==> src/sv/i2cmbc_pkg.sv <==
// ----------------------------------------------------------------------------
// I2C master byte controller package
// Action codes, phase counts and the shared result and pin types.
// ----------------------------------------------------------------------------
`timescale 1ns / 1ps

package i2cmbc_pkg;

   // Input action codes; the running command uses the same encoding.
   localparam logic [2:0] ACT_TICK      = 3'd0;
   localparam logic [2:0] ACT_START     = 3'd1;
   localparam logic [2:0] ACT_RESTART   = 3'd2;
   localparam logic [2:0] ACT_STOP      = 3'd3;
   localparam logic [2:0] ACT_WRITE     = 3'd4;
   localparam logic [2:0] ACT_READ      = 3'd5;
   localparam logic [2:0] CMD_IDLE      = 3'd0;

   // Reset value of the phase length register.
   localparam logic [15:0] PHASE_TICKS_RESET = 16'd128;

   // Bus pin levels driven by the master.
   typedef struct packed {
      logic scl;
      logic sda;
      logic drive;
   } pins_type;

   // One result item.
   typedef struct packed {
      logic       scl_level;
      logic       sda_level;
      logic       sda_drive;
      logic       busy_res;
      logic       done_res;
      logic       ack_received;
      logic [7:0] rx_byte;
      logic       rejected;
   } result_type;

   // Number of bus phases that each command runs.
   function automatic logic [4:0] phase_count(logic [2:0] cmd);
      logic [4:0] n;
      unique case (cmd)
         ACT_START:   n = 5'd3;
         ACT_RESTART: n = 5'd5;
         ACT_STOP:    n = 5'd4;
         ACT_WRITE:   n = 5'd27;
         ACT_READ:    n = 5'd21;
         default:     n = 5'd0;
      endcase
      return n;
   endfunction

endpackage

==> src/sv/i2cmbc_req_if.sv <==
// ----------------------------------------------------------------------------
// I2C master byte controller request channel
// Valid/ready channel that carries one tick or bus command per transfer.
// ----------------------------------------------------------------------------
`timescale 1ns / 1ps

interface i2cmbc_req_if;
   logic       valid;
   logic       ready;
   logic [2:0] action;
   logic [7:0] tx_byte;
   logic       ack_to_send;
   logic       sda_in;

   modport source (output valid, output action, output tx_byte, output ack_to_send,
                   output sda_in, input ready);
   modport sink   (input valid, input action, input tx_byte, input ack_to_send,
                   input sda_in, output ready);
endinterface

==> src/sv/i2cmbc_rsp_if.sv <==
// ----------------------------------------------------------------------------
// I2C master byte controller response channel
// Valid/ready channel that carries one result per transfer.
// ----------------------------------------------------------------------------
`timescale 1ns / 1ps

interface i2cmbc_rsp_if;
   logic       valid;
   logic       ready;
   logic       scl_level;
   logic       sda_level;
   logic       sda_drive;
   logic       busy_res;
   logic       done_res;
   logic       ack_received;
   logic [7:0] rx_byte;
   logic       rejected;

   modport source (output valid, output scl_level, output sda_level, output sda_drive,
                   output busy_res, output done_res, output ack_received,
                   output rx_byte, output rejected, input ready);
   modport sink   (input valid, input scl_level, input sda_level, input sda_drive,
                   input busy_res, input done_res, input ack_received,
                   input rx_byte, input rejected, output ready);
endinterface

==> src/sv/i2cmbc_sequencer.sv <==
// ----------------------------------------------------------------------------
// I2C master byte controller phase sequencer
// Holds the command state, phase index, phase timer and pin levels, and
// advances them once for every accepted transfer.
// ----------------------------------------------------------------------------
`timescale 1ns / 1ps

module i2cmbc_sequencer #(
   parameter int TIMER_WIDTH = 16
) (
   input  logic                   clock,
   input  logic                   reset,
   input  logic                   accept,
   input  logic [2:0]             action,
   input  logic [7:0]             tx_byte,
   input  logic                   ack_to_send,
   input  logic                   sda_in,
   input  logic                   csr_we,
   input  logic [15:0]            csr_wdata,
   output i2cmbc_pkg::result_type result
);

   logic [15:0]            phase_ticks_ff;
   logic [2:0]             cmd_ff,     cmd_in;
   logic [4:0]             idx_ff,     idx_in;
   logic [TIMER_WIDTH-1:0] timer_ff,   timer_in;
   logic [7:0]             shift_ff,   shift_in;
   logic                   ackflag_ff, ackflag_in;
   logic                   ackout_ff,  ackout_in;
   logic [7:0]             rx_ff,      rx_in;
   i2cmbc_pkg::pins_type   pins_ff,    pins_in;

   logic [TIMER_WIDTH-1:0] load_raw;
   logic [TIMER_WIDTH-1:0] load_val;
   logic [TIMER_WIDTH-1:0] timer_dec;
   logic [4:0]             idx_inc;
   logic [3:0]             rd_bit;
   logic                   done;
   logic                   rej;
   logic                   is_cmd;

   // Pin levels that a phase sets, given the command, the phase and the data.
   function automatic i2cmbc_pkg::pins_type set_phase(
      logic [2:0] cmd, logic [4:0] i, logic [7:0] shift, logic ackout,
      i2cmbc_pkg::pins_type cur);
      i2cmbc_pkg::pins_type p;
      logic [2:0]           b;
      logic [1:0]           r;
      p = cur;
      b = 3'd0;
      unique case (cmd)
         i2cmbc_pkg::ACT_START: begin
            p.drive = 1'b1;
            if (i == 5'd0) p.scl = 1'b1;
            else if (i == 5'd1) p.sda = 1'b0;
            else p.scl = 1'b0;
         end
         i2cmbc_pkg::ACT_RESTART: begin
            p.drive = 1'b1;
            if (i == 5'd0) p.scl = 1'b0;
            else if (i == 5'd1) p.sda = 1'b1;
            else if (i == 5'd2) p.scl = 1'b1;
            else if (i == 5'd3) p.sda = 1'b0;
            else p.scl = 1'b0;
         end
         i2cmbc_pkg::ACT_STOP: begin
            p.drive = 1'b1;
            if (i == 5'd0) p.sda = 1'b0;
            else if (i == 5'd1) p.scl = 1'b1;
            else if (i == 5'd2) p.sda = 1'b1;
         end
         i2cmbc_pkg::ACT_WRITE: begin
            if (i < 5'd24) begin
               // Three phases per bit: split the index into bit and step.
               for (int k = 1; k < 8; k++) begin
                  if (i >= 5'(3 * k)) b = 3'(k);
               end
               r = 2'(i - 5'(b) * 5'd3);
               if (r == 2'd0) p.scl = 1'b0;
               else if (r == 2'd1) begin
                  p.sda   = shift[3'd7 - b];
                  p.drive = 1'b1;
               end else p.scl = 1'b1;
            end else if (i == 5'd25) begin
               p.drive = 1'b0;
               p.scl   = 1'b1;
            end else begin
               p.scl = 1'b0;
            end
         end
         i2cmbc_pkg::ACT_READ: begin
            if (i == 5'd0) p.scl = 1'b0;
            else if (i <= 5'd16) begin
               if (i == 5'd1) begin
                  p.drive = 1'b0;
                  p.sda   = 1'b1;
               end
               p.scl = ~i[0];
            end else if (i == 5'd17) p.scl = 1'b0;
            else if (i == 5'd18) begin
               p.drive = 1'b1;
               p.sda   = ~ackout;
            end else if (i == 5'd19) p.scl = 1'b1;
            else p.scl = 1'b0;
         end
         default: begin
         end
      endcase
      return p;
   endfunction

   // Phase length, cut to the timer width, with zero taken as one tick.
   assign load_raw  = TIMER_WIDTH'(phase_ticks_ff);
   assign load_val  = (load_raw == '0) ? TIMER_WIDTH'(1) : load_raw;
   assign timer_dec = (timer_ff != '0) ? timer_ff - TIMER_WIDTH'(1) : '0;
   assign idx_inc   = idx_ff + 5'd1;
   assign rd_bit    = 4'd8 - idx_ff[4:1];
   assign is_cmd    = (action == i2cmbc_pkg::ACT_START) || (action == i2cmbc_pkg::ACT_RESTART)
                   || (action == i2cmbc_pkg::ACT_STOP) || (action == i2cmbc_pkg::ACT_WRITE)
                   || (action == i2cmbc_pkg::ACT_READ);

   // Next state for one transfer.
   always_comb begin
      cmd_in     = cmd_ff;
      idx_in     = idx_ff;
      timer_in   = timer_ff;
      shift_in   = shift_ff;
      ackflag_in = ackflag_ff;
      ackout_in  = ackout_ff;
      rx_in      = rx_ff;
      pins_in    = pins_ff;
      done       = 1'b0;
      rej        = 1'b0;
      if (accept) begin
         if (is_cmd) begin
            if (cmd_ff != i2cmbc_pkg::CMD_IDLE) begin
               rej = 1'b1;
            end else begin
               cmd_in = action;
               idx_in = 5'd0;
               if (action == i2cmbc_pkg::ACT_WRITE) shift_in = tx_byte;
               if (action == i2cmbc_pkg::ACT_READ) begin
                  shift_in  = 8'd0;
                  ackout_in = ack_to_send;
               end
               pins_in  = set_phase(action, 5'd0, shift_in, ackout_in, pins_ff);
               timer_in = load_val;
            end
         end else if (action == i2cmbc_pkg::ACT_TICK && cmd_ff != i2cmbc_pkg::CMD_IDLE) begin
            timer_in = timer_dec;
            if (timer_dec == '0) begin
               // Samples taken at the end of the phase.
               if (cmd_ff == i2cmbc_pkg::ACT_WRITE && idx_ff == 5'd25) begin
                  ackflag_in = ~sda_in;
               end else if (cmd_ff == i2cmbc_pkg::ACT_READ && idx_ff >= 5'd2
                            && idx_ff <= 5'd16 && !idx_ff[0] && sda_in) begin
                  shift_in[rd_bit[2:0]] = 1'b1;
               end
               if (idx_inc >= i2cmbc_pkg::phase_count(cmd_ff)) begin
                  if (cmd_ff == i2cmbc_pkg::ACT_READ) rx_in = shift_in;
                  cmd_in = i2cmbc_pkg::CMD_IDLE;
                  idx_in = 5'd0;
                  done   = 1'b1;
               end else begin
                  idx_in   = idx_inc;
                  pins_in  = set_phase(cmd_ff, idx_inc, shift_in, ackout_ff, pins_ff);
                  timer_in = load_val;
               end
            end
         end
      end
   end

   // State registers and the phase length register.
   always_ff @(posedge clock) begin
      if (reset) begin
         phase_ticks_ff <= i2cmbc_pkg::PHASE_TICKS_RESET;
         cmd_ff         <= i2cmbc_pkg::CMD_IDLE;
         idx_ff         <= 5'd0;
         timer_ff       <= '0;
         shift_ff       <= 8'd0;
         ackflag_ff     <= 1'b0;
         ackout_ff      <= 1'b0;
         rx_ff          <= 8'd0;
         pins_ff        <= '{scl: 1'b1, sda: 1'b1, drive: 1'b1};
      end else begin
         if (csr_we) phase_ticks_ff <= csr_wdata;
         cmd_ff     <= cmd_in;
         idx_ff     <= idx_in;
         timer_ff   <= timer_in;
         shift_ff   <= shift_in;
         ackflag_ff <= ackflag_in;
         ackout_ff  <= ackout_in;
         rx_ff      <= rx_in;
         pins_ff    <= pins_in;
      end
   end

   // Result of this transfer, taken from the updated state.
   always_comb begin
      result.scl_level    = pins_in.scl;
      result.sda_level    = pins_in.sda;
      result.sda_drive    = pins_in.drive;
      result.busy_res     = (cmd_in != i2cmbc_pkg::CMD_IDLE);
      result.done_res     = done;
      result.ack_received = ackflag_in;
      result.rx_byte      = rx_in;
      result.rejected     = rej;
   end

endmodule

==> src/sv/i2cmbc_out_stage.sv <==
// ----------------------------------------------------------------------------
// I2C master byte controller output stage
// Result register that decouples the response channel from the sequencer.
// ----------------------------------------------------------------------------
`timescale 1ns / 1ps

module i2cmbc_out_stage (
   input  logic                   clock,
   input  logic                   reset,
   input  logic                   in_valid,
   input  i2cmbc_pkg::result_type in_data,
   output logic                   in_ready,
   i2cmbc_rsp_if.source           rsp_ch
);

   logic                   valid_ff;
   i2cmbc_pkg::result_type data_ff;

   // A new result may enter when the register is empty or being emptied.
   assign in_ready = !valid_ff || rsp_ch.ready;

   always_ff @(posedge clock) begin
      if (reset) begin
         valid_ff <= 1'b0;
      end else if (in_ready) begin
         valid_ff <= in_valid;
      end
   end

   always_ff @(posedge clock) begin
      if (in_ready && in_valid) begin
         data_ff <= in_data;
      end
   end

   assign rsp_ch.valid        = valid_ff;
   assign rsp_ch.scl_level    = data_ff.scl_level;
   assign rsp_ch.sda_level    = data_ff.sda_level;
   assign rsp_ch.sda_drive    = data_ff.sda_drive;
   assign rsp_ch.busy_res     = data_ff.busy_res;
   assign rsp_ch.done_res     = data_ff.done_res;
   assign rsp_ch.ack_received = data_ff.ack_received;
   assign rsp_ch.rx_byte      = data_ff.rx_byte;
   assign rsp_ch.rejected     = data_ff.rejected;

endmodule

==> src/sv/i2c_master_byte_controller.sv <==
// ----------------------------------------------------------------------------
// I2C master byte controller
// Output: the result of a transfer is registered and appears in the cycle after it is accepted.
// Throughput: one tick or command per cycle; the result register is the
// only stage, so a request is taken whenever it is empty or being read.
// Reset: synchronous, active high; bus idle with SCL and SDA high and driven,
// phase length 128 ticks, no result pending.
// ----------------------------------------------------------------------------
`timescale 1ns / 1ps

module i2c_master_byte_controller #(
   parameter int TIMER_WIDTH = 16
) (
   input  logic         clock,
   input  logic         reset,
   i2cmbc_req_if.sink   req_ch,
   i2cmbc_rsp_if.source rsp_ch,
   input  logic         csr_we,
   input  logic [15:0]  csr_wdata
);

   logic                   stage_ready;
   logic                   accept;
   i2cmbc_pkg::result_type result;

   // A request transfer completes when the result register can take it.
   assign req_ch.ready = stage_ready;
   assign accept       = req_ch.valid && stage_ready;

   i2cmbc_sequencer #(
      .TIMER_WIDTH (TIMER_WIDTH)
   ) u_sequencer (
      .clock       (clock),
      .reset       (reset),
      .accept      (accept),
      .action      (req_ch.action),
      .tx_byte     (req_ch.tx_byte),
      .ack_to_send (req_ch.ack_to_send),
      .sda_in      (req_ch.sda_in),
      .csr_we      (csr_we),
      .csr_wdata   (csr_wdata),
      .result      (result)
   );

   i2cmbc_out_stage u_out_stage (
      .clock    (clock),
      .reset    (reset),
      .in_valid (accept),
      .in_data  (result),
      .in_ready (stage_ready),
      .rsp_ch   (rsp_ch)
   );

endmodule

==> src/flat_wrapper.sv <==
// flat-port wrapper written by rule: the top's interface ports become plain ports
module i2c_master_byte_controller_flat 
#(
   parameter int TIMER_WIDTH = 16
)
  (clock, reset, csr_we, csr_wdata, req_ch_valid, req_ch_action, req_ch_tx_byte, req_ch_ack_to_send, req_ch_sda_in, req_ch_ready, rsp_ch_valid, rsp_ch_scl_level, rsp_ch_sda_level, rsp_ch_sda_drive, rsp_ch_busy_res, rsp_ch_done_res, rsp_ch_ack_received, rsp_ch_rx_byte, rsp_ch_rejected, rsp_ch_ready);
  i2cmbc_req_if req_ch_i ();
  i2cmbc_rsp_if rsp_ch_i ();
  input  logic clock;
  input  logic reset;
  input  logic csr_we;
  input  logic [15:0] csr_wdata;
  input wire logic [$bits(req_ch_i.valid)-1:0] req_ch_valid;
  input wire logic [$bits(req_ch_i.action)-1:0] req_ch_action;
  input wire logic [$bits(req_ch_i.tx_byte)-1:0] req_ch_tx_byte;
  input wire logic [$bits(req_ch_i.ack_to_send)-1:0] req_ch_ack_to_send;
  input wire logic [$bits(req_ch_i.sda_in)-1:0] req_ch_sda_in;
  output wire logic [$bits(req_ch_i.ready)-1:0] req_ch_ready;
  output wire logic [$bits(rsp_ch_i.valid)-1:0] rsp_ch_valid;
  output wire logic [$bits(rsp_ch_i.scl_level)-1:0] rsp_ch_scl_level;
  output wire logic [$bits(rsp_ch_i.sda_level)-1:0] rsp_ch_sda_level;
  output wire logic [$bits(rsp_ch_i.sda_drive)-1:0] rsp_ch_sda_drive;
  output wire logic [$bits(rsp_ch_i.busy_res)-1:0] rsp_ch_busy_res;
  output wire logic [$bits(rsp_ch_i.done_res)-1:0] rsp_ch_done_res;
  output wire logic [$bits(rsp_ch_i.ack_received)-1:0] rsp_ch_ack_received;
  output wire logic [$bits(rsp_ch_i.rx_byte)-1:0] rsp_ch_rx_byte;
  output wire logic [$bits(rsp_ch_i.rejected)-1:0] rsp_ch_rejected;
  input wire logic [$bits(rsp_ch_i.ready)-1:0] rsp_ch_ready;
  assign req_ch_i.valid = req_ch_valid;
  assign req_ch_i.action = req_ch_action;
  assign req_ch_i.tx_byte = req_ch_tx_byte;
  assign req_ch_i.ack_to_send = req_ch_ack_to_send;
  assign req_ch_i.sda_in = req_ch_sda_in;
  assign req_ch_ready = req_ch_i.ready;
  assign rsp_ch_valid = rsp_ch_i.valid;
  assign rsp_ch_scl_level = rsp_ch_i.scl_level;
  assign rsp_ch_sda_level = rsp_ch_i.sda_level;
  assign rsp_ch_sda_drive = rsp_ch_i.sda_drive;
  assign rsp_ch_busy_res = rsp_ch_i.busy_res;
  assign rsp_ch_done_res = rsp_ch_i.done_res;
  assign rsp_ch_ack_received = rsp_ch_i.ack_received;
  assign rsp_ch_rx_byte = rsp_ch_i.rx_byte;
  assign rsp_ch_rejected = rsp_ch_i.rejected;
  assign rsp_ch_i.ready = rsp_ch_ready;
  i2c_master_byte_controller #(.TIMER_WIDTH(TIMER_WIDTH)) u_core (.clock(clock), .reset(reset), .req_ch(req_ch_i), .rsp_ch(rsp_ch_i), .csr_we(csr_we), .csr_wdata(csr_wdata));
endmodule
==> config.mk <==
export PLATFORM = sky130hd
export DESIGN_NAME = i2c_master_byte_controller_flat
export DESIGN_NICKNAME = d
export VERILOG_FILES = /design/src/sv/i2cmbc_pkg.sv /design/src/sv/i2cmbc_req_if.sv /design/src/sv/i2cmbc_rsp_if.sv /design/src/sv/i2cmbc_sequencer.sv /design/src/sv/i2cmbc_out_stage.sv /design/src/sv/i2c_master_byte_controller.sv /design/src/flat_wrapper.sv
export SDC_FILE = /design/constraint.sdc
export NUM_CORES = 1
export LEC_CHECK = 0
export BUFFER_PORTS_ARGS = -buffer_cell sky130_fd_sc_hd__buf_2
export CELL_PAD_IN_SITES_DETAIL_PLACEMENT = 0
export CELL_PAD_IN_SITES_GLOBAL_PLACEMENT = 1
export CORE_ASPECT_RATIO = 1.75
export CORE_MARGIN = 3
export CORE_UTILIZATION = 35
export DETAILED_ROUTE_END_ITERATION = 16
export PLACE_DENSITY = 0.69
export SLEW_MARGIN = 0
export SYNTH_ARGS = -nofsm -noshare
export SYNTH_HDL_FRONTEND = slang
export SYNTH_HIERARCHICAL = 1
export SYNTH_SLANG_ARGS = --single-unit
==> constraint.sdc <==
create_clock -name clock -period 4.8 [get_ports clock]
set_clock_uncertainty 0.1 [all_clocks]
set_input_delay 0.96 -clock clock [delete_from_list [all_inputs] [get_ports clock]]
set_output_delay 0.96 -clock clock [all_outputs]
set_load 0.01 [all_outputs]
; ---- Word level (Yosys, flattened, before mapping)
; Cells that the tools add are included.
[classes]
add_sub_neg = 5
mul = 1
n_lt_le_gt_ge = 15
n_eq_ne = 21
muxes = 111
bitwise_logic = 8
reduce_logical = 34
[op_table]
columns = op, n
row1 = 8-bit 2-to-1 mux, 18
row2 = 16-bit 2-to-1 mux, 7
row3 = 3-bit 2-to-1 mux, 26
row4 = 5-bit 2-to-1 mux, 9
row5 = 1-bit 2-to-1 mux, 40
row6 = 16-bit zero test, 2
row7 = 5-bit == test (second input constant), 5
row8 = 5-bit one-hot mux with 5 select lines, 1
row9 = 16-bit nonzero test, 1
row10 = 16-bit by 1-bit subtractor with 16-bit output (second input constant), 1
row11 = 5-bit by 4-bit greater-or-equal comparator with 1-bit output (second input constant), 3
row12 = 3-bit one-hot mux with 5 select lines, 1
row13 = 3-bit by 2-bit == test with 1-bit output (second input constant), 4
row14 = 3-bit == test (second input constant), 4
row15 = 2-bit 2-to-1 mux, 6
row16 = 5-bit by 2-bit == test with 1-bit output (second input constant), 2
row17 = 5-bit by 2-bit greater-or-equal comparator with 1-bit output (second input constant), 2
row18 = 5-bit greater-or-equal comparator (second input constant), 2
row19 = 5-bit <= comparator (second input constant), 2
row20 = 1-bit logical AND, 9
row21 = 3-bit by 4-bit less-than comparator with 1-bit output (second input constant), 2
row22 = 8-bit OR, 1
row23 = 4-bit AND reduction, 2
row24 = 1-bit NOT, 7
row25 = 29 further kinds, 38
[word_totals]
register_bits = 77
inputBits = 34
out_inout_bits = 17
wordCells = 215

; ---- Logic depth before layout (Yosys ltp)
; Gate-level depths: netlist of run 1.
[logic_depth]
ltp_word = 28
ltp_mapped = 15
ltp_nobuf = 13

; ---- Hierarchy
; Netlist of run 1, hierarchy kept.
[modules_own_cells]
columns = mod, instances, cells_per_inst, area_per_inst_um2
row1 = i2cmbc_sequencer, 1, 596, 4598.2
row2 = i2cmbc_out_stage, 1, 20, 505.5
row3 = i2c_master_byte_controller, 1, 1, 6.3

; ---- Worst setup path before layout of run 1
; OpenSTA, ideal clock, no wires.
[synth_timing]
kind = register to register
from = reg u_core.u_sequencer.idx_ff[0]
to = reg u_core/u_sequencer/pins_ff[0] (netlist name)
arrival_time_ns = 3.347
required_time_ns = 4.580
path_slack_ns = 1.233
path_stages_with_launch = 16
path_buffers = 2
path_cell_list = dfxtp_1 -> buf_4 -> inv_2 -> ha_1 -> buf_2 -> nor3b_1 -> o22ai_1 -> o221a_1 -> a2111o_1 -> ha_1 -> o21a_1 -> or3_4 -> and2_4 -> nand3_2 -> a41oi_2 -> or2_1
[synth_rtl]
columns = item, line
row1 = from (decl), i2cmbc_sequencer.sv:25  ; logic [4:0] idx_ff, idx_in;
row2 = from (signal assigned), i2cmbc_sequencer.sv:189  ; idx_ff <= idx_in;
row3 = to (signal assigned), i2cmbc_sequencer.sv:185  ; pins_ff <= '{scl: 1'b1, sda: 1'b1, drive: 1'b1};
row4 = to (signal assigned), i2cmbc_sequencer.sv:195  ; pins_ff <= pins_in;
row5 = to (decl), i2cmbc_sequencer.sv:31  ; i2cmbc_pkg::pins_type pins_ff, pins_in;

==> flow_summary_export.csv, run 1 <==
group,metric,value,unit
status,status,"complete, no violations",
detailed_routing,via_per_inst,5.729,
hold_path,hold_depth,2,
logic_synthesis,synth_xor_area_frac,0.01861,
power,p_leak,2.239,nW
placed_design,port_buffers,50,
detailed_routing,drt_iter0_drc,252,
logic_synthesis,yosysWarnings,6,
finish,drive_gt1_frac,0.1674,
critical_path,cp-end-kind,"flip-flop",
global_route,antenna_found_initial,0,
critical_path,worstPathRequired,4.93,ns
critical_path,timing.rr.start,"u_core/u_sequencer/idx_ff[0]",
logic_synthesis,synth_edf_count,15,
cts,cts.clk_slew.worst_paths,0.06,ns
critical_path,cp_slowest_stage_delay,0.78,ns
floorplan,die_width,97.34,um
logic_synthesis,seq_area_frac_synth,0.3310,
critical_path,worst_ep_arrival_time,4.37,ns
power,pwr-share-clk,0.376,
timing,period_minus_slack,4.247,ns
detailed_routing,via_count,4709,
finish,final_common_cell,"dfxtp_1",
critical_path,slowest_stage,"dfxtp_1",
critical_path,cp_max_fo,22,
logic_synthesis,synth_top_family_by_area,"simple AND/OR/NAND/NOR gates",
detailed_routing,routed_wl,14.95,mm
placed_design,dp_hpwl,11.68,mm
hold_path,hold_end,"u_core/u_sequencer/ackout_ff",
power,total_power,1.752,mW
timing,maxSlewHeadroom,0.4990,
cts,cts.sinks,77,
cts,cts_tree,"yes",
global_route,grt_pass1_vias,4690,
timing,rsz0062_at_grt,"false",
critical_path,rr_worst_depth,13,
placed_design,post-place-ws,0.5850,ns
logic_synthesis,async_reset_ff_frac,0,
logic_synthesis,syn_avg_cell_area,8.282,um2
global_route,overflow,0,
timing,fin_setup_tns,0,ns
global_route,grt_pass1_wl,24.20,mm
global_route,grt_max_degree,36,
critical_path,path_cells,"inv_2 -> ha_1 -> or3b_1 -> a21oi_1 -> o31ai_1 -> a2111o_1 -> ha_1 -> nor3_1 -> or3_4 -> nand2_1 -> o31ai_1 -> a31oi_1 -> or2_1",
detailed_routing,avgRoutedWirePerCell,18.19,um
critical_path,worstSetupStartpointType,"flip-flop",
finish,diodes,0,
critical_path,reg2reg_slack,0.55,ns
timing,setup_ws,0.5529,ns
logic_synthesis,synthSimpleGateAreaFrac,0.2485,
finish,layout.nets,687,
power,p_switching,0.5649,mW
logic_synthesis,netlist_area,5110,um2
finish,nFillCells,1471,
cts,clockBufferDepth,2,
logic_synthesis,synth_fp_nets,664,
job,max_cap_viol_count,0,
power,p_per_area,306.1,nW/um2
power,intPower,1.187,mW
timing,worst_pin_slew,0.7466,ns
power,irDropWorstVdd,0.2086,mV
hold_path,min-delay-path-class,"reg -> reg",
finish,stdcell_count,822,
cts,cts_buffers,9,
floorplan,dieHeight,165.8,um
detailed_routing,post-route-drc-count,0,
floorplan,io-pin-count,51,
timing,final-hold-violation-count,0,
finish,mostFrequentLayoutCells,"dfxtp_1 (62), nor2_1 (57), buf_2 (50)",
logic_synthesis,synth_compound_area_frac,0.2463,
detailed_routing,drt.antenna.violating_nets,0,
timing,setup_viol,0,
timing,clock.fmax,235.5,MHz
logic_synthesis,syn_inst,617,
cts,cts_resized,0,
finish,area_delta_synth_final,12.02,%
logic_synthesis,synth.area.mux_share,0.06366,
logic_synthesis,synthAdderAreaFrac,0.03183,
logic_synthesis,synth.distinct_cells,84,
detailed_routing,drtPass1Iterations,5,
cts,postCtsHoldBufs,0,
power,power_frac_comb,0.207,
floorplan,start_util,0.3619,
logic_synthesis,synth-seq-cells,77,
hold_path,min-delay-start,"u_core/u_sequencer/ackout_ff",
floorplan,core_area,14120,um2
placed_design,dpl-instance-area,5431,um2
cts,htreeDepth,3,
cts,post_cts.repair.setup_buffers,0,
critical_path,worstSetupPathType,"reg -> reg",
critical_path,r2r_end,"u_core/u_sequencer/pins_ff[2]",
power,pwr-share-seq,0.417,
placed_design,dp_cells,806,
logic_synthesis,ys.flop_type,"dfxtp_1",
timing,post-route-period-util,0.8848,
global_route,grt.total_usage,0.1836,
placed_design,gp_congestion,0.9353,
floorplan,rows,57,
timing,slew_viol_final,0,
cts,root_buffer,"clkbuf_16",
finish,stdcell_area,5724,um2
floorplan,die_area,16140,um2
cts,clk_latency,0.34,ns
power,swShare,0.3224,
[worst max path at each step]
stage | from | to | slack [ns] | depth (start not counted)
CTS | u_core/u_sequencer/idx_ff[0] | u_core/u_sequencer/pins_ff[2] | 0.60 | 13
detailed placement | u_core/u_sequencer/idx_ff[0] | u_core/u_sequencer/pins_ff[2] | 0.58 | 13
global route | u_core/u_sequencer/idx_ff[0] | u_core/u_sequencer/timer_ff[3] | 0.30 | 13
global placement | u_core/u_sequencer/idx_ff[0] | u_core/u_sequencer/pins_ff[2] | 0.72 | 13
floorplan | u_core/u_sequencer/idx_ff[0] | u_core/u_sequencer/pins_ff[0] | 1.23 | 15
finish | u_core/u_sequencer/idx_ff[0] | u_core/u_sequencer/pins_ff[2] | 0.55 | 13
[power by group through the flow]
stage	sequential [mW]	clock, mW	combinational, mW
after CTS	0.731	0.682	0.364
after global placement	0.744	0	0.359
after floorplan	0.731	0	0.270
after global routing	0.736	0.711	0.402
final	0.731	0.660	0.362
after detailed placement	0.745	0	0.363
[per-layer routing]
layer | wire, um | GRT usage
met4 | 367 | 0.07655
met2 | 8720 | 0.3712
met3 | 362 | 0.02522
met5 | 0 | 0
met1 | 5503 | 0.1812
[cells in the mapped netlist (13+ instances only)]
| cell type | instances | area share |
|---|---|---|
| clkbuf_1 | 29 | 0.021 |
| nor4_1 | 14 | 0.017 |
| nand3_1 | 19 | 0.019 |
| a21oi_1 | 38 | 0.037 |
| dfxtp_1 | 62 | 0.24 |
| edfxtp_1 | 15 | 0.088 |
| a22oi_1 | 13 | 0.019 |
| nor2_1 | 57 | 0.042 |
| mux2i_1 | 19 | 0.037 |
| inv_1 | 25 | 0.018 |
| ha_1 | 13 | 0.032 |
| o21ai_0 | 26 | 0.025 |
| nand2_1 | 28 | 0.021 |
| nor2b_1 | 17 | 0.021 |
| nor3_1 | 30 | 0.029 |
[cell families after synthesis]
group,count (synthesis)
AOI/OAI and AO/OA,182
xor gates and xnor gates,10
adders and majority gates,13
and+or+nand+nor,232
buffers and inverters,72
muxes,31
DFF,77
[critical path: cells and delay by family (launching register included)]
kind | cells | cell delay, ns
flops | 1 | 0.78
compound gates | 5 | 1.22
buf+inv | 1 | 0.14
simple gates | 5 | 1.18
fa+ha+maj | 2 | 0.72
[per-stage QoR]
stage | hold WS, ns | utilization
2_1_floorplan | 0.3363 | -
3_3_place_gp | 0.3457 | 0.3846
3_5_place_dp | 0.3511 | 0.3846
4_1_cts | 0.3603 | 0.4054
5_1_grt | 0.3866 | 0.4054
6_report | 0.3536 | 0.4054
[layout make-up]
cell class              count  area (um2)  share of cell area
clock buffers               9       225.2             0.03934
clock inverters             7       67.56             0.01180
inverters                  27       103.9             0.01814
multi-input cells         468        3112              0.5436
flip-flops and latches     77        1692              0.2955
well taps                 177       221.5             0.03869
repair buffers             57       302.8             0.05290
[flip-flops by register name, summed over array words and instances, names as in the netlist, 3 cells and up]
name / cells
u_core/u_sequencer/cmd_ff: 3
u_core/u_sequencer/pins_ff: 3
u_core/u_sequencer/rx_ff: 8
u_core/u_sequencer/idx_ff: 5
u_core/u_out_stage/rsp_ch.rx_byte: 8
u_core/u_sequencer/shift_ff: 8
u_core/u_sequencer/timer_ff: 16
u_core/u_sequencer/load_raw: 16
No activity file was read; power rests on OpenSTA's default activity.
==> inputs of run 2 (changes only) <==
--- a/config.mk
+++ b/config.mk
@@ -5,14 +5,15 @@
 export SDC_FILE = /design/constraint.sdc
 export NUM_CORES = 1
 export LEC_CHECK = 0
-export BUFFER_PORTS_ARGS = -buffer_cell sky130_fd_sc_hd__buf_2
+export ABC_AREA = 1
 export CELL_PAD_IN_SITES_DETAIL_PLACEMENT = 0
 export CELL_PAD_IN_SITES_GLOBAL_PLACEMENT = 1
 export CORE_ASPECT_RATIO = 1.75
-export CORE_MARGIN = 3
+export CORE_MARGIN = 4
 export CORE_UTILIZATION = 35
 export DETAILED_ROUTE_END_ITERATION = 16
-export PLACE_DENSITY = 0.69
+export DONT_BUFFER_PORTS = 1
+export PLACE_DENSITY = 0.68
 export SLEW_MARGIN = 0
 export SYNTH_ARGS = -nofsm -noshare
 export SYNTH_HDL_FRONTEND = slang
==> flow_summary_export.csv, run 2 <==
group,metric,value,unit
status,status,"complete, no violations",
finish,mostFrequentLayoutCells,"nand2_1 (113), inv_1 (99), nor2_1 (95)",
finish,stdcell_area,5245,um2
logic_synthesis,syn_inst,714,
logic_synthesis,synth.area.top_cells,"dfxtp_1 (26%), edfxtp_1 (9.4%), nand2_1 (8.8%)",
global_route,grt_max_degree,41,
power,p_leak,2.335,nW
finish,area_delta_synth_final,9.081,%
timing,setup_viol,0,
timing,slew_viol_final,0,
timing,final-hold-violation-count,0,
finish,diodes,0,
power,total_power,1.978,mW
logic_synthesis,netlist_area,4808,um2
global_route,overflow,0,
logic_synthesis,synth-seq-cells,77,
floorplan,die_width,96.60,um
timing,maxSlewHeadroom,0.2315,
floorplan,io-pin-count,51,
global_route,grt.total_usage,0.1891,
floorplan,start_util,0.3574,
logic_synthesis,synth.distinct_cells,44,
finish,final_common_cell,"nand2_1",
cts,cts_buffers,9,
logic_synthesis,netlist_top_cells_count,"nand2_1 (113), inv_1 (99), nor2_1 (95)",
critical_path,worst_ep_arrival_time,3.91,ns
cts,clockBufferDepth,2,
timing,clock.fmax,256.2,MHz
detailed_routing,drt_iter0_drc,194,
cts,htreeDepth,3,
critical_path,worstSetupStartpointType,"flip-flop",
placed_design,post-place-ws,0.9787,ns
hold_path,min-delay-path-class,"reg -> reg",
critical_path,cp_max_fo,15,
logic_synthesis,synth_area_leader_cell,"dfxtp_1",
detailed_routing,post-route-drc-count,0,
timing,rsz0062_at_grt,"false",
finish,stdcell_count,885,
cts,post_cts.repair.setup_buffers,0,
logic_synthesis,yosysWarnings,6,
detailed_routing,avgRoutedWirePerCell,16.80,um
cts,clk_latency,0.35,ns
logic_synthesis,synth_edf_count,15,
cts,cts.sinks,77,
global_route,antenna_found_initial,0,
logic_synthesis,seq_area_frac_synth,0.3518,
placed_design,gp_congestion,0.8870,
timing,whs,0.3473,ns
placed_design,port_buffers,0,
cts,postCtsHoldBufs,0,
floorplan,core_area,13450,um2
cts,cts_resized,0,
timing,worst_pin_slew,1.151,ns
logic_synthesis,syn_avg_cell_area,6.734,um2
job,max_cap_viol_count,0,
logic_synthesis,ys.flop_type,"dfxtp_1",
timing,post-route-period-util,0.8131,
global_route,grt_pass1_wl,23.23,mm
detailed_routing,via_per_inst,5.216,
cts,root_buffer,"clkbuf_16",
detailed_routing,drt.antenna.violating_nets,0,
placed_design,dpl-instance-area,4920,um2
floorplan,rows,56,
floorplan,dieHeight,163.1,um
timing,setup_ws,0.8971,ns
critical_path,worstPathRequired,4.80,ns
critical_path,cp-end-kind,"flip-flop",
detailed_routing,via_count,4616,
finish,layout.nets,753,
placed_design,dp_cells,869,
cts,cts_tree,"yes",
logic_synthesis,synthDominantCellAreaShare,0.2581,
logic_synthesis,async_reset_ff_frac,0,
power,p_per_area,377.0,nW/um2
logic_synthesis,yosysMostFrequentCell,"nand2_1",
finish,drive_gt1_frac,0.08158,
logic_synthesis,synth_fp_nets,761,
detailed_routing,routed_wl,14.87,mm
global_route,grt_pass1_vias,4702,
placed_design,dp_hpwl,11.66,mm
power,irDropWorstVdd,0.2402,mV
timing,fin_setup_tns,0,ns
cts,cts.clk_slew.worst_paths,0.06,ns
finish,fin_util,0.3899,
floorplan,die_area,15750,um2
detailed_routing,drtPass1Iterations,5,
timing,period_minus_slack,3.903,ns
critical_path,worstSetupPathType,"reg -> reg",
[run 2: changes by cell type after synthesis, moves of 11 or more]
cell	previous run	this run
nand2_1	28	113
inv_1	25	99
o21ai_0	26	84
nor2_1	57	95
nand3_1	19	47
mux2i_1	19	1
a21oi_1	38	55
clkbuf_1	29	12
nor2b_1	17	0
a22oi_1	13	0
a21o_1	11	0
a22o_1	11	0
[run 2: cell type report]
cell class / count / area [um2]
multi-input cells: 508 / 2586
flip-flops and latches: 77 / 1692
well taps: 174 / 217.7
inverters: 107 / 401.6
clock buffers: 10 / 250.2
fillers: 1499 / 8208
clock inverters: 6 / 75.07
repair buffers: 3 / 22.52
[run 2: path summary, 6_finish.rpt]
check                                 startpoint                             endpoint  slack (ns)  cells past startpoint
setup / recovery    u_core/u_sequencer/idx_ff[0]  u_core/u_out_stage/rsp_ch.scl_level        0.90                     21
hold reg to reg   u_core/u_sequencer/shift_ff[6]       u_core/u_sequencer/shift_ff[6]        0.35                      2
setup reg to reg    u_core/u_sequencer/idx_ff[0]  u_core/u_out_stage/rsp_ch.scl_level        0.90                     21
hold / removal    u_core/u_sequencer/shift_ff[6]       u_core/u_sequencer/shift_ff[6]        0.35                      2
[run 2: cell families after synthesis]
logic type	synth area share
AO/OA/AOI/OAI	0.1863
multiplexers	0.002082
flip-flops	0.3518
XOR/XNOR	0.01275
buffers and inverters	0.1111
AND/OR/NAND/NOR	0.3021
adder cells (fa/ha/maj)	0.03383
[run 2: metal layers]
| metal | vias to the layer above | global-route usage | share of wire |
|---|---|---|---|
| met1 | 2114 | 0.1774 | 0.36 |
| met5 | - | 0 | 0 |
| li1 | 2340 | - | - |
| met4 | 0 | 0.1470 | 0.075 |
| met3 | 55 | 0.03034 | 0.026 |
| met2 | 107 | 0.3591 | 0.54 |
[run 2: where the power goes]
| group | internal (mW) | total, mW | switching (mW) |
|---|---|---|---|
| sequential | 0.702 | 0.750 | 0.0477 |
| combinational | 0.153 | 0.485 | 0.332 |
| clock | 0.443 | 0.743 | 0.300 |
[run 2: critical path: stages (launching register included)]
cell and delay [ns]:
dfxtp_1 0.66, inv_1 0.20, ha_1 0.45, inv_1 0.12
nand2_1 0.09, o21ai_0 0.17, nand2_1 0.07, nand2_1 0.05
nand2_1 0.04, nand2_1 0.17, nand2_2 0.13, ha_1 0.22
xor2_1 0.15, or2_1 0.25, nand4_1 0.15, a21oi_1 0.10
o21ai_0 0.21, nand3_1 0.11, nand2_1 0.07, nand2_1 0.05
nand2_1 0.07, inv_1 0.04
